[src/hdl/assert_macros.svh]
`ifndef ASSERT_MACROS_SVH
`define ASSERT_MACROS_SVH

// clocked check, quiet while rst is high
`define CHK_SYNC(lbl, prop, msg) \
  lbl: assert property (@(posedge clk) disable iff (rst) prop) else $error(msg);

// clocked check, also active during reset
`define CHK_ALWAYS(lbl, prop, msg) \
  lbl: assert property (@(posedge clk) prop) else $error(msg);

`endif

[src/hdl/tcgr_pkg.sv]
package tcgr_pkg;

  // register indexes on the configuration port
  localparam logic [2:0] REG_SCREEN_WIDTH  = 3'd0;
  localparam logic [2:0] REG_SCREEN_HEIGHT = 3'd1;
  localparam logic [2:0] REG_FORE_COLOR    = 3'd2;
  localparam logic [2:0] REG_BACK_COLOR    = 3'd3;
  localparam logic [2:0] REG_LEFT_MARGIN   = 3'd4;
  localparam logic [2:0] REG_TOP_MARGIN    = 3'd5;

  // reset values of the registers
  localparam logic [11:0] RST_SCREEN_WIDTH  = 12'd720;
  localparam logic [11:0] RST_SCREEN_HEIGHT = 12'd480;
  localparam logic [31:0] RST_FORE_COLOR    = 32'hffff_ffff;
  localparam logic [31:0] RST_BACK_COLOR    = 32'h0000_0000;
  localparam logic [7:0]  RST_LEFT_MARGIN   = 8'd40;
  localparam logic [7:0]  RST_TOP_MARGIN    = 8'd30;

  // item kinds
  localparam logic FUNC_PRINT = 1'b0;
  localparam logic FUNC_LOAD  = 1'b1;

  // control characters
  localparam logic [7:0] CHAR_NUL = 8'd0;
  localparam logic [7:0] CHAR_BS  = 8'd8;
  localparam logic [7:0] CHAR_LF  = 8'd10;
  localparam logic [7:0] CHAR_CR  = 8'd13;

  localparam logic [11:0] COORD_MAX  = 12'hfff;
  localparam logic [4:0]  CHAR_STEP  = 5'd8;
  localparam int          ADDR_W     = 22;
  localparam int          PIX_W      = 32;
  localparam int          ROW_PIXELS = 8;

  typedef enum logic [2:0] {
    ST_IDLE,
    ST_WRAP,
    ST_VCHK,
    ST_MUL,
    ST_BASE,
    ST_ROWS
  } state_t;

  // screen geometry seen by the cursor logic
  typedef struct packed {
    logic [11:0] screen_width;
    logic [11:0] screen_height;
    logic [7:0]  left_margin;
    logic [7:0]  top_margin;
  } geom_t;

  // travels with each font read to the output stage
  typedef struct packed {
    logic [ADDR_W-1:0] pixel_addr;
    logic              last_row;
    logic              blank;
  } row_tag_t;

endpackage

[src/hdl/tcgr_ctrl.sv]
module tcgr_ctrl #(
  parameter int GLYPH_ROWS  = 14,
  parameter int GLYPH_COUNT = 256,
  parameter int AW          = 12
) (
  input  logic                clk,
  input  logic                rst,
  input  tcgr_pkg::geom_t     geom,
  input  logic                s_tvalid,
  output logic                s_tready,
  input  logic                func,
  input  logic [7:0]          char_code,
  input  logic [3:0]          glyph_row,
  input  logic [7:0]          glyph_bits,
  input  logic                row_ready,
  output logic                wr_en,
  output logic [AW-1:0]       wr_addr,
  output logic [7:0]          wr_data,
  output logic                rd_en,
  output logic [AW-1:0]       rd_addr,
  output tcgr_pkg::row_tag_t  tag
);
  import tcgr_pkg::*;

  `include "assert_macros.svh"

  localparam int RW = $clog2(GLYPH_ROWS);
  localparam int MW = AW + 2;

  function automatic logic [11:0] sat_add(input logic [11:0] a, input logic [4:0] b);
    logic [12:0] s;
    s = {1'b0, a} + 13'(b);
    return s[12] ? COORD_MAX : s[11:0];
  endfunction

  state_t            state, state_next;
  logic [11:0]       cursor_x, cursor_x_next;
  logic [11:0]       cursor_y, cursor_y_next;
  logic [AW-1:0]     glyph_base;
  logic              blank;
  logic [ADDR_W-1:0] prod;
  logic [ADDR_W-1:0] pix_addr;
  logic [RW-1:0]     row_cnt;

  logic              acc;
  logic              is_last;
  logic [MW-1:0]     wr_sum;
  logic [MW-1:0]     base_sum;
  logic [14:0]       x_reach, x_limit, y_reach, y_limit;
  logic [12:0]       y_off;
  logic [24:0]       mul_full;

  assign s_tready = (state == ST_IDLE);
  assign acc      = s_tvalid && s_tready;
  assign is_last  = (row_cnt == RW'(GLYPH_ROWS - 1));

  // font load path
  assign wr_sum  = MW'(char_code) * MW'(GLYPH_ROWS) + MW'(glyph_row);
  assign wr_en   = acc && (func == FUNC_LOAD)
                   && ({1'b0, glyph_row} < 5'(GLYPH_ROWS))
                   && ({1'b0, char_code} < 9'(GLYPH_COUNT));
  assign wr_addr = wr_sum[AW-1:0];
  assign wr_data = glyph_bits;

  assign base_sum = MW'(char_code) * MW'(GLYPH_ROWS);

  // wrap and bottom checks, signed so oversized margins still compare sanely
  assign x_reach = 15'(cursor_x) + 15'(geom.left_margin) + 15'(GLYPH_ROWS);
  assign x_limit = 15'(geom.screen_width) - 15'(geom.left_margin);
  assign y_reach = 15'(cursor_y) + 15'(geom.top_margin) + 15'(GLYPH_ROWS);
  assign y_limit = 15'(geom.screen_height) - 15'(geom.top_margin);

  assign y_off    = 13'(cursor_y) + 13'(geom.top_margin);
  assign mul_full = 25'(y_off) * 25'(geom.screen_width);

  // font reads, one row per cycle while the output side has room
  assign rd_en           = (state == ST_ROWS) && row_ready;
  assign rd_addr         = glyph_base + AW'(row_cnt);
  assign tag.pixel_addr  = pix_addr;
  assign tag.last_row    = is_last;
  assign tag.blank       = blank;

  always_ff @(posedge clk) begin
    if (rst) begin
      state    <= ST_IDLE;
      cursor_x <= '0;
      cursor_y <= '0;
    end else begin
      state    <= state_next;
      cursor_x <= cursor_x_next;
      cursor_y <= cursor_y_next;
    end
  end

  always_comb begin
    state_next    = state;
    cursor_x_next = cursor_x;
    cursor_y_next = cursor_y;
    case (state)
      ST_IDLE: begin
        if (acc && func == FUNC_PRINT) begin
          case (char_code)
            CHAR_NUL: ;
            CHAR_CR: cursor_x_next = '0;
            CHAR_LF: cursor_y_next = sat_add(cursor_y, 5'(GLYPH_ROWS));
            CHAR_BS: begin
              cursor_x_next = (cursor_x >= 12'(CHAR_STEP))
                              ? cursor_x - 12'(CHAR_STEP) : '0;
            end
            default: state_next = ST_WRAP;
          endcase
        end
      end
      ST_WRAP: begin
        if ($signed(x_reach) > $signed(x_limit)) begin
          cursor_x_next = '0;
          cursor_y_next = sat_add(cursor_y, 5'(GLYPH_ROWS));
        end
        state_next = ST_VCHK;
      end
      ST_VCHK: begin
        if ($signed(y_reach) > $signed(y_limit)) begin
          cursor_y_next = '0;
        end
        state_next = ST_MUL;
      end
      ST_MUL:  state_next = ST_BASE;
      ST_BASE: state_next = ST_ROWS;
      ST_ROWS: begin
        if (rd_en && is_last) begin
          cursor_x_next = sat_add(cursor_x, CHAR_STEP);
          state_next    = ST_IDLE;
        end
      end
      default: state_next = ST_IDLE;
    endcase
  end

  always_ff @(posedge clk) begin
    if (acc) begin
      glyph_base <= base_sum[AW-1:0];
      blank      <= ({1'b0, char_code} >= 9'(GLYPH_COUNT));
    end
    if (state == ST_MUL) begin
      prod <= mul_full[ADDR_W-1:0];
    end
    if (state == ST_BASE) begin
      pix_addr <= prod + ADDR_W'(cursor_x) + ADDR_W'(geom.left_margin);
      row_cnt  <= '0;
    end else if (rd_en) begin
      pix_addr <= pix_addr + ADDR_W'(geom.screen_width);
      row_cnt  <= row_cnt + 1'b1;
    end
  end

  `CHK_ALWAYS(a_no_rw_overlap, !(wr_en && rd_en), "font write and read in the same cycle")
  `CHK_SYNC(a_last_to_idle, (rd_en && is_last) |=> (state == ST_IDLE), "no return to idle")
  `CHK_SYNC(a_row_hold, (state == ST_ROWS && !row_ready) |=> $stable(row_cnt) && $stable(pix_addr), "row advanced while stalled")

endmodule

[config.mk]
export PLATFORM = sky130hd
export DESIGN_NAME = tcgr_ctrl
export DESIGN_NICKNAME = d
export VERILOG_FILES = /design/src/hdl/tcgr_pkg.sv /design/src/hdl/tcgr_ctrl.sv
export VERILOG_INCLUDE_DIRS = /design/src /design/src/hdl
export SDC_FILE = /design/constraint.sdc
export NUM_CORES = 1
export LEC_CHECK = 0
export ABC_AREA = 1
export BUFFER_PORTS_ARGS = -buffer_cell sky130_fd_sc_hd__buf_2
export CORE_UTILIZATION = 52
export DETAILED_ROUTE_END_ITERATION = 16
export MAX_ROUTING_LAYER = met4
export PLACE_DENSITY = 0.71
export SETUP_SLACK_MARGIN = 0.2
export SLEW_MARGIN = 20
export SYNTH_ARGS = -nofsm -noshare
export SYNTH_HDL_FRONTEND = slang
export SYNTH_SLANG_ARGS = --single-unit
[constraint.sdc]
create_clock -name clk -period 9.4 [get_ports clk]
set_input_delay 1.88 -clock clk [delete_from_list [all_inputs] [get_ports clk]]
set_output_delay 1.88 -clock clk [all_outputs]
set_load 0.005 [all_outputs]
# == Word level (Yosys, flattened, before mapping) ==
# Cells that the tools add are included.
# word_totals
reg_bits,86
inputBits,65
out_inout_bits,59
# op_classes
add_sub_neg,16
multipliers,2
n_lt_le_gt_ge,4
eq_ne,16
muxes,19
bitwise,1
reduce_logical,15
# ops
operator,n
$mux 12,10
$pmux 12 s3,2
$add 22x12->22,2
$mux 22,2
$add 12x8->13,3
$gt 15x13->1,2
$add 13x4->14 const B,2
$add 12x4->13 const B,2
$sub 12x8->13,2
$add 12x4->12,2
$eq 8x4->1 const B,3
$pmux 12 s2,1
$add 22x8->22,1
$mul 13x12->22,1
$pmux 3 s6,1
$ge 12x4->1 const B,1
$sub 12x4->12 const B,1
$mul 8x3->11 const B,1
$reduce_and 5->1,2
$mux 3,3
$logic_not 8->1,1
$eq 3x2->1 const B,2
$eq 3x3->1 const B,2
$logic_and 1x1->1,6
13 further kinds,18

# == Depth between registers and ports, before layout ==
# Gate-level depths: netlist of run 1.
# depth
depth_word,5
mapped_depth,30

# == Worst setup path after synthesis of run 1 ==
# OpenSTA, ideal clock, no wires.
# synth_path
path_type,input -> register
start,input geom[0] in the netlist's numbering
end,register prod[20] (data pin)
setup_ns,0.265
arrival_time_ns,7.157
required_ns,9.135
slack_ns,1.978
path_stages,27
n_path_buf,0
cell_sequence,ha_1 > fa_1 > nand2_1 > nand3_1 > nand2_1 > inv_1 > nand2_1 > nand2_1 > nand3_1 > nand2_1 > inv_1 > nand2_1 > fa_1 > inv_1 > fa_1 > fa_1 > fa_1 > inv_1 > fa_1 > inv_1 > ha_1 > nand2_1 > nor2_1 > inv_1 > o211ai_1 > a41oi_1 > xor2_1
# synth_via
elab_chain_cells,2
# synth_rtl
element,line,source
"start, declared",tcgr_ctrl.sv:8,"input tcgr_pkg::geom_t geom,"
$add 12x8->13,tcgr_ctrl.sv:73,assign y_off = 13'(cursor_y) + 13'(geom.top_margin);
$mul 13x12->22,tcgr_ctrl.sv:74,assign mul_full = 25'(y_off) * 25'(geom.screen_width);
named net mul_full[20],tcgr_ctrl.sv:51,logic [24:0] mul_full;
"end signal, assigned",tcgr_ctrl.sv:145,prod <= mul_full[ADDR_W-1:0];
"end, declared",tcgr_ctrl.sv:41,logic [ADDR_W-1:0] prod;
# The timed path passes the listed nets, and every way through them passes these cells.
# A chain may end at the register's enable or synchronous reset.

# == Worst setup path in the final report of run 1 ==
# Ends and elaborated chain as after synthesis.

==> flow_metrics.tcl, run 1 <==
set metrics [dict create \
    grt_setup_unrepaired "no" \
    drive_above_1_share_pct 8.72 \
    clock_latency_ns 0.35 \
    holdPathStages 1 \
    max-slew-margin-rel_pct 30.2 \
    synth.avg_cell_area_um2 7.50 \
    yosysWarnings 0 \
    grt_first_pass_wirelength_um 61000 \
    fin_skew_ns 0.00891 \
    path_class "in -> reg" \
    ant_nets 0 \
    die_area_um2 28500 \
    critical_path.startpoint_type "primary input" \
    synthCells 1926 \
    track_usage_pct 27.8 \
    rows 60 \
    hold_buffers 0 \
    path_buf_inv 7 \
    postCtsSetupRepairBufs 0 \
    cts_buffer_depth 2 \
    dr_wl_met2_um 17000 \
    crit_path_end_kind "register" \
    leakage_nw 8.01 \
    avgRoutedWirePerCell_um 15.5 \
    pre_cts_ws_ns 1.27 \
    fmax_mhz 128 \
    vias 12500 \
    final_nets 2386 \
    syn2layout_area_growth_pct 7.36 \
    antenna_found_initial 0 \
    syn_area_um2 14400 \
    gp_congestion 0.955 \
    drt-pass1-iter-count 5 \
    crit_family "adder cells" \
    setup_tns_ns 0 \
    cp_data_required_time_ns 9.50 \
    maxUsedRoutingLayer "met4" \
    cts_buffers 9 \
    power_density_nw_per_um2 256 \
    clk_pin_slew_ns 0.07 \
    cpPeakStageDelay_ns 0.55 \
    critical_path.most_common_cell "nand2_1" \
    setup_violations 0 \
    wl_met3_um 2150 \
    cts_tree "done" \
    die_y_um 169 \
    finalMaxSlewViolations 0 \
    finalWirelength_um 36900 \
    outcome "finished, final reports clean" \
    m1WireLength_um 16600 \
    cap_violations 0 \
    cts_resized 0 \
    ys_seq_area_share_pct 15.5 \
    synth_top_cells_by_area "fa_1, ha_1, edfxtp_1" \
    cp.arrival_ns 7.90 \
    diodes 0 \
    reg2reg_depth 24 \
    async_reset_ff_share_pct 0 \
    critPathMaxFanout 7 \
    ys_seq_elements 84 \
    hold_viol_final 0 \
    overflow 0 \
    yosysTopAreaCell "fa_1" \
    synthFlopType "edfxtp_1" \
    die_w_um 169 \
    slowest_stage "fa_1" \
    drt_iter0_drc 809 \
    drc 0 \
    mostFrequentLayoutCells "inv_1, nand2_1, ha_1" \
    irDropWorstVdd_mv 0.260 \
    netlist.area_leader.share_pct 18.8 \
    syn_nets 2311 \
    synthDistinctLibCells 58 \
    cts_root_buf "clkbuf_16" \
    ioPinCount 124 \
    final_common_cell "inv_1" \
    hp-class "reg -> reg" \
    initial_core_util_pct 53.3 \
    hpwlAfterDp_um 30500 \
    core-area_um2 27100 \
    htreeDepth 3 \
    worst-path-stages 28 \
    synth_edf_count 55 \
    clock-sinks 84 \
    timing.final.ws_setup_ns 1.60 \
    io_buffer_count 104 \
    finalCritPeriodShare_pct 83.0 \
    fillers 2562 \
    grt_pass1_vias 12500 \
    period_needed_ns 7.80 \
    grt_max_degree 27 \
    tightest_slew_ns 1.04 \
    vias_per_cell 5.26 \
]
-- power by group --
| part | switching [W] | total, W | leakage [nW] | internal, W |
|---|---|---|---|---|
| registers | 0.0000416 | 0.000608 | 0.738 | 0.000566 |
| logic | 0.00189 | 0.00301 | 7.12 | 0.00112 |
| clock network | 0.000162 | 0.000353 | 0.146 | 0.000191 |
| total | 0.00210 | 0.00397 | 8.01 | 0.00187 |
-- final cells by class --
| type | count | area, µm² | area share (%) |
|---|---|---|---|
| Tap cell | 372 | 465 | 3.00 |
| Timing Repair Buffer | 110 | 566 | 3.65 |
| Sequential cell | 84 | 2230 | 14.4 |
| Multi-Input combinational cell | 1400 | 10500 | 67.5 |
| Inverter | 396 | 1490 | 9.58 |
| Clock buffer | 10 | 239 | 1.54 |
| Clock inverter | 6 | 55.1 | 0.355 |
-- cells in the mapped netlist (8+ instances only) --
master    number
ha_1         184
nor2_1       146
a21oi_1      123
inv_1        387
nand4_1       14
a31oi_1       11
nor3_1        17
fa_1         136
nand3_1       94
o21ai_0       80
o21ai_1       14
xnor2_1       28
buf_2         10
clkbuf_1      19
or2_2         11
edfxtp_1      55
buf_4         13
dfxtp_1       29
xor2_1        68
o211ai_1       8
nand2_1      385
-- sequential cells by signal (all words and copies together) (netlist names) --
| signal | count |
|---|---|
| cursor_x | 10 |
| row_cnt | 4 |
| prod | 22 |
| pix_addr | 22 |
| state | 3 |
| glyph_base | 11 |
| cursor_y | 12 |
-- metrics by stage --
step / instance area [µm²] / total power (W) / utilization, % / hold WS [ns] / cells
finish: 15500 / 0.00397 / 57.2 / 0.503 / 2378
CTS: 15500 / 0.00396 / 57.2 / 0.505 / 2378
floorplan: 14400 / 0.00279 / - / 0.447 / 1926
global placement: 15200 / 0.00356 / 56.1 / 0.475 / 2362
global route: 15500 / 0.00440 / 57.2 / 0.530 / 2378
detailed placement: 15200 / 0.00359 / 56.1 / 0.491 / 2362
-- per-layer routing --
layer	vias up	global-route usage, %
li1	6229	-
met1	5860	35.6
met2	354	45.2
met3	66	4.14
met4	0	9.45
met5	-	-
-- kinds of logic after synthesis --
kind of cell | share of synthesized area, %
adders and majority gates | 34.8
xor gates and xnor gates | 5.93
and+or+nand+nor | 20.8
buffers and inverters | 12.1
DFF | 15.5
other | 0.0260
AOI/OAI and AO/OA | 10.9
-- final timing paths --
kind | start | endpoint | slack [ns]
setup / recovery | geom[0] | prod[20]$_DFFE_PN_ | 1.60
hold / removal | row_cnt[3]$_SDFFE_PP0P_ | row_cnt[3]$_SDFFE_PP0P_ | 0.50
setup reg to reg | cursor_y[3]$_SDFFE_PP0P_ | prod[20]$_DFFE_PN_ | 2.82
hold reg to reg | row_cnt[3]$_SDFFE_PP0P_ | row_cnt[3]$_SDFFE_PP0P_ | 0.50
No activity file was read; power rests on OpenSTA's default activity.
==> run 2, diff against run 1 <==
--- a/config.mk
+++ b/config.mk
@@ -11,7 +11,7 @@
 export CORE_UTILIZATION = 52
 export DETAILED_ROUTE_END_ITERATION = 16
 export MAX_ROUTING_LAYER = met4
-export PLACE_DENSITY = 0.71
+export PLACE_DENSITY = 0.74
 export SETUP_SLACK_MARGIN = 0.2
 export SLEW_MARGIN = 20
 export SYNTH_ARGS = -nofsm -noshare
==> constraint.sdc (replaced) <==
create_clock -name clk -period 6.8 [get_ports clk]
set_input_delay 1.36 -clock clk [delete_from_list [all_inputs] [get_ports clk]]
set_output_delay 1.36 -clock clk [all_outputs]
set_load 0.005 [all_outputs]
==> run 2 against run 1 <==
Power increased by 73%. Non-clock buffer count increased by 110. Flip-flop and latch count unchanged. Die area unchanged. Utilization increased by 5.0 points. Sequential share of layout area decreased by 1.1 points. Global-route usage increased by 0.36 points. Register-to-register slack got worse by 2.0 ns.
==> flow_metrics.tcl, run 2 (same netlist as run 1, synthesis figures left out) <==
set metrics [dict create \
    outcome "finished, final reports clean" \
    cts_root_buf "clkbuf_16" \
    instances_no_fill 2488 \
    power_switching_w 0.00331 \
    power_frac_seq_pct 12.2 \
    ioPinCount 124 \
    track_usage_pct 28.2 \
    cp.arrival_ns 6.70 \
    crit_path_end_kind "register" \
    antenna_found_initial 0 \
    core-area_um2 27100 \
    slowest_stage "fa_1" \
    holdPathStages 1 \
    drc 0 \
    final_common_cell "inv_1" \
    tightest_slew_ns 1.03 \
    critical_path.most_common_cell "fa_1" \
    p_clk_share_pct 7.0 \
    hold_viol_final 0 \
    drive_above_1_share_pct 17.4 \
    period_needed_ns 6.60 \
    die_w_um 169 \
    gp_congestion 0.964 \
    placed_cells 2459 \
    top_regs "pix_addr x22, prod x22, cursor_y x12" \
    finalWirelength_um 38000 \
    clk_pin_slew_ns 0.07 \
    cts_tree "done" \
    r2r_slack_ns 0.86 \
    swShare_pct 48.1 \
    drt_iter0_drc 744 \
    critPathMaxFanout 8 \
    leakage_nw 8.64 \
    p_int_w 0.00358 \
    power_density_nw_per_um2 409 \
    clock_latency_ns 0.35 \
    fmax_mhz 152 \
    timing.rr.start "cursor_y[1]$_SDFFE_PP0P_" \
    initial_core_util_pct 53.3 \
    reg2reg_depth 27 \
    grt_first_pass_wirelength_um 62400 \
    cts_buffers 9 \
    avgRoutedWirePerCell_um 15.3 \
    drt-pass1-iter-count 5 \
    finalCritPeriodShare_pct 97.0 \
    fin_skew_ns 0.0116 \
    clock-sinks 84 \
    final_nets 2496 \
    stdcell_area_um2 16900 \
    timing.final.ws_setup_ns 0.203 \
    cap_violations 0 \
    vias 13000 \
    grt_setup_unrepaired "yes" \
    cpPeakStageDelay_ns 0.53 \
    syn2layout_area_growth_pct 16.7 \
    utilization_pct 62.2 \
    io_buffer_count 104 \
    setup_tns_ns 0 \
    mostFrequentLayoutCells "inv_1, nand2_1, ha_1" \
    setup_violations 0 \
    hold_start "row_cnt[3]$_SDFFE_PP0P_" \
    critical_path.startpoint_type "primary input" \
    reg2reg_to "prod[16]$_DFFE_PN_" \
    max-slew-margin-rel_pct 31.1 \
    irDropWorstVdd_mv 0.520 \
    rows 60 \
    ant_nets 0 \
    grt_pass1_vias 12900 \
    cp_data_required_time_ns 6.90 \
    diodes 0 \
    die_area_um2 28500 \
    min_to "row_cnt[3]$_SDFFE_PP0P_" \
    placed_cell_area_um2 16000 \
    hold_buffers 0 \
    p_comb_share_pct 80.7 \
    hp-class "reg -> reg" \
    path_class "in -> reg" \
    overflow 0 \
    hpwlAfterDp_um 31700 \
    finalMaxSlewViolations 0 \
    pre_cts_ws_ns -0.354 \
    grt_max_degree 27 \
    die_y_um 169 \
    cts_buffer_depth 2 \
    htreeDepth 3 \
    vias_per_cell 5.22 \
]
[run 2: through the flow]
stage | hold WS (ns) | power, W
after floorplan | 0.447 | 0.00406
after global placement | 0.475 | 0.00579
after detailed placement | 0.488 | 0.00586
after CTS | 0.505 | 0.00646
after global routing | 0.531 | 0.00758
final | 0.499 | 0.00689
[run 2: how the worst max path moves through the flow]
stage	startpoint	to	slack [ns]	cells after the start
4_1_cts	geom[5]	prod[20]$_DFFE_PN_	0.20	25
5_1_grt	geom[4]	prod[18]$_DFFE_PN_	0.04	26
3_5_place_dp	geom[5]	prod[20]$_DFFE_PN_	-0.35	22
2_1_floorplan	geom[0]	prod[20]$_DFFE_PN_	0.15	27
3_3_place_gp	geom[5]	prod[17]$_DFFE_PN_	-0.25	25
6_report	geom[5]	prod[16]$_DFFE_PN_	0.20	26
[run 2: what timing repair did]
| item | 4_1_cts | 5_1_grt |
|---|---|---|
| gates resized for setup | 15 | 82 |
| setup buffers | 0 | 13 |
| pin swaps | 7 | 36 |
| cloned | 0 | 0 |
| setup endpoints to repair | 10 | 13 |
[run 2: layout make-up]
cell class	count	area, µm²
multi-input cells	1400	11000
inverters	396	1500
fillers	2435	10200
clock inverters	7	57.6
flip-flops and latches	84	2230
well taps	372	465
clock buffers	9	225
repair buffers	220	1410
[run 2: power groups by stage]
| stage | clock network [W] | logic, W | registers (W) |
|---|---|---|---|
| 2_1_floorplan | 0 | 0.00323 | 0.000828 |
| 3_3_place_gp | 0 | 0.00494 | 0.000848 |
| 3_5_place_dp | 0 | 0.00501 | 0.000852 |
| 4_1_cts | 0.000491 | 0.00513 | 0.000840 |
| 5_1_grt | 0.000509 | 0.00622 | 0.000848 |
| 6_report | 0.000485 | 0.00556 | 0.000841 |
[run 2: critical path, delay by kind of cell]
| kind | cells | cell delay (ns) |
|---|---|---|
| compound gates | 5 | 0.86 |
| xor+xnor | 1 | 0.13 |
| fa+ha+maj | 8 | 3.20 |
| buf+inv | 8 | 0.69 |
| simple gates | 4 | 0.48 |
[run 2: per-layer routing]
layer | global-route usage [%] | vias to the layer above | wire [µm]
met2 | 48.3 | 355 | 18600
li1 | - | 6461 | -
met4 | 7.59 | 0 | 709
met5 | - | - | 0
met1 | 35.5 | 6128 | 17000
met3 | 2.88 | 43 | 1750
==> run 3, diff against run 2 <==
--- a/config.mk
+++ b/config.mk
@@ -11,9 +11,8 @@
 export CORE_UTILIZATION = 52
 export DETAILED_ROUTE_END_ITERATION = 16
 export MAX_ROUTING_LAYER = met4
-export PLACE_DENSITY = 0.74
+export PLACE_DENSITY = 0.81
 export SETUP_SLACK_MARGIN = 0.2
-export SLEW_MARGIN = 20
 export SYNTH_ARGS = -nofsm -noshare
 export SYNTH_HDL_FRONTEND = slang
 export SYNTH_SLANG_ARGS = --single-unit
==> constraint.sdc (replaced) <==
create_clock -name clk -period 7.3 [get_ports clk]
set_input_delay 1.46 -clock clk [delete_from_list [all_inputs] [get_ports clk]]
set_output_delay 1.46 -clock clk [all_outputs]
set_load 0.005 [all_outputs]
==> run 3 against run 2 <==
Power decreased by 17%. Global-route usage shrank 1.7 points. Sequential share of layout area increased by 0.71 points. Worst setup slack improved by 0.18 ns. Worst hold slack lost 0.0099 ns. Combinational power decreased by 20%. Flip-flop and latch count did not move. First-iteration DRC count rose by 16%. Wire length down 4.9%. Sequential power decreased by 6.2%. Non-clock buffer count decreased by 74. Highest routed layer unchanged.
==> flow_metrics.tcl, run 3 (same netlist as run 1, synthesis figures left out) <==
set metrics [dict create \
    outcome "finished, final reports clean" \
    grt_pass1_vias 12400 \
    cap_violations 0 \
    die_w_um 169 \
    cts_buffers 9 \
    finalWirelength_um 36200 \
    setup_violations 0 \
    core-area_um2 27100 \
    gp_congestion 0.931 \
    final_common_cell "inv_1" \
    period_needed_ns 6.92 \
    syn2layout_area_growth_pct 10.7 \
    htreeDepth 3 \
    critical_path.startpoint_type "primary input" \
    top_regs "pix_addr x22, prod x22, cursor_y x12" \
    clock-sinks 84 \
    irDropWorstVdd_mv 0.426 \
    die_area_um2 28500 \
    cp.arrival_ns 7.01 \
    cts_tree "done" \
    hp-class "reg -> reg" \
    drt-pass1-iter-count 5 \
    wl_met3_um 2070 \
    hold_viol_final 0 \
    max-slew-margin-rel_pct 22.0 \
    fillers 2323 \
    critPathMaxFanout 11 \
    hold_buffers 0 \
    finalCritPeriodShare_pct 94.8 \
    setup_tns_ns 0 \
    placed_cell_area_um2 15500 \
    crit_path_end_kind "register" \
    drc 0 \
    antenna_found_initial 0 \
    final_nets 2422 \
    stdcell_area_um2 16000 \
    grt_setup_unrepaired "no" \
    vias 12800 \
    mostFrequentLayoutCells "inv_1, nand2_1, ha_1" \
    multi_input_area_um2 10600 \
    cts_root_buf "clkbuf_16" \
    register_area_um2 2230 \
    dr_wl_met2_um 17400 \
    clk_pin_slew_ns 0.06 \
    die_y_um 169 \
    tightest_slew_ns 1.17 \
    leakage_nw 8.21 \
    drive_above_1_share_pct 11.9 \
    rows 60 \
    cts_buffer_depth 2 \
    maxUsedRoutingLayer "met4" \
    track_usage_pct 26.5 \
    grt_first_pass_wirelength_um 58900 \
    overflow 0 \
    power_density_nw_per_um2 358 \
    vias_per_cell 5.32 \
    clock_latency_ns 0.36 \
    ioPinCount 124 \
    hpwlAfterDp_um 30100 \
    initial_core_util_pct 53.3 \
    grt_max_degree 27 \
    finalMaxSlewViolations 0 \
    io_buffer_count 104 \
    drt_iter0_drc 866 \
    fmax_mhz 144 \
    fin_skew_ns 0.00422 \
    cp_data_required_time_ns 7.39 \
    m1WireLength_um 15600 \
    avgRoutedWirePerCell_um 15.0 \
    path_class "in -> reg" \
    ant_nets 0 \
]
run 3: changes by cell type in the layout (fill, tap and decap cells not counted), sizes merged, moves of 2 or more:
cell	previous run	this run
clkinv	6	3
clkbuf	9	13
clkinvlp	0	2
inv	397	393
buf	220	146
run 3: cell type report:
cell class	instances	area share [%]
multi-input combinational	1400	66.4
sequential	84	14.0
inverter	396	9.34
timing repair buffer	146	5.31
tap	372	2.91
clock buffer	13	1.77
clock inverter	3	0.258
antenna	1	0.0156
run 3: where the power goes:
part | internal (W) | total (W) | switching (W)
clock network | 0.000306 | 0.000496 | 0.000190
registers | 0.000730 | 0.000789 | 0.0000590
logic | 0.00194 | 0.00445 | 0.00251
total | 0.00298 | 0.00573 | 0.00276
run 3: through the flow:
stage	util, %	hold WS, ns	power (W)	std cells	setup WS (ns)
after floorplan	-	0.447	0.00359	1926	0.298
after global placement	57.1	0.474	0.00470	2394	-0.0131
after detailed placement	57.1	0.472	0.00482	2394	-0.172
after CTS	58.3	0.487	0.00534	2410	0.211
after global routing	59.0	0.536	0.00630	2414	0.0458
final	59.0	0.489	0.00573	2415	0.379
run 3: final timing paths:
path / start / endpoint / slack (ns) / depth (start not counted)
min reg2reg: row_cnt[3]$_SDFFE_PP0P_ / row_cnt[3]$_SDFFE_PP0P_ / 0.49 / 1
max: geom[3] / prod[18]$_DFFE_PN_ / 0.38 / 24
min: row_cnt[3]$_SDFFE_PP0P_ / row_cnt[3]$_SDFFE_PP0P_ / 0.49 / 1
max reg2reg: cursor_y[2]$_SDFFE_PP0P_ / prod[18]$_DFFE_PN_ / 1.14 / 23
run 3: routing by layer:
layer	track usage (%)	up-vias
li1	-	6308
met1	32.8	6040
met2	44.7	420
met3	3.09	76
met4	9.17	0
met5	-	-
run 3: worst max-delay path, cell delays in order:
cell and delay (ns):
buf_2 0.11, inv_1 0.08, ha_1 0.37, inv_1 0.10
nor3_1 0.29, a21oi_1 0.15, xor2_1 0.16, buf_4 0.23
nand2_1 0.10, fa_1 0.54, inv_1 0.06, fa_1 0.48
fa_1 0.53, fa_1 0.55, inv_1 0.06, fa_1 0.53
inv_1 0.07, ha_4 0.26, a21oi_4 0.12, nor2_1 0.06
a211oi_2 0.15, o211ai_1 0.19, a21oi_1 0.23, xnor2_1 0.12
run 3: what timing repair did:
action                                  4_1_cts  5_1_grt
endpoints found under the setup margin        0       10
resized for setup                             0       41
buffers inserted                              0        4
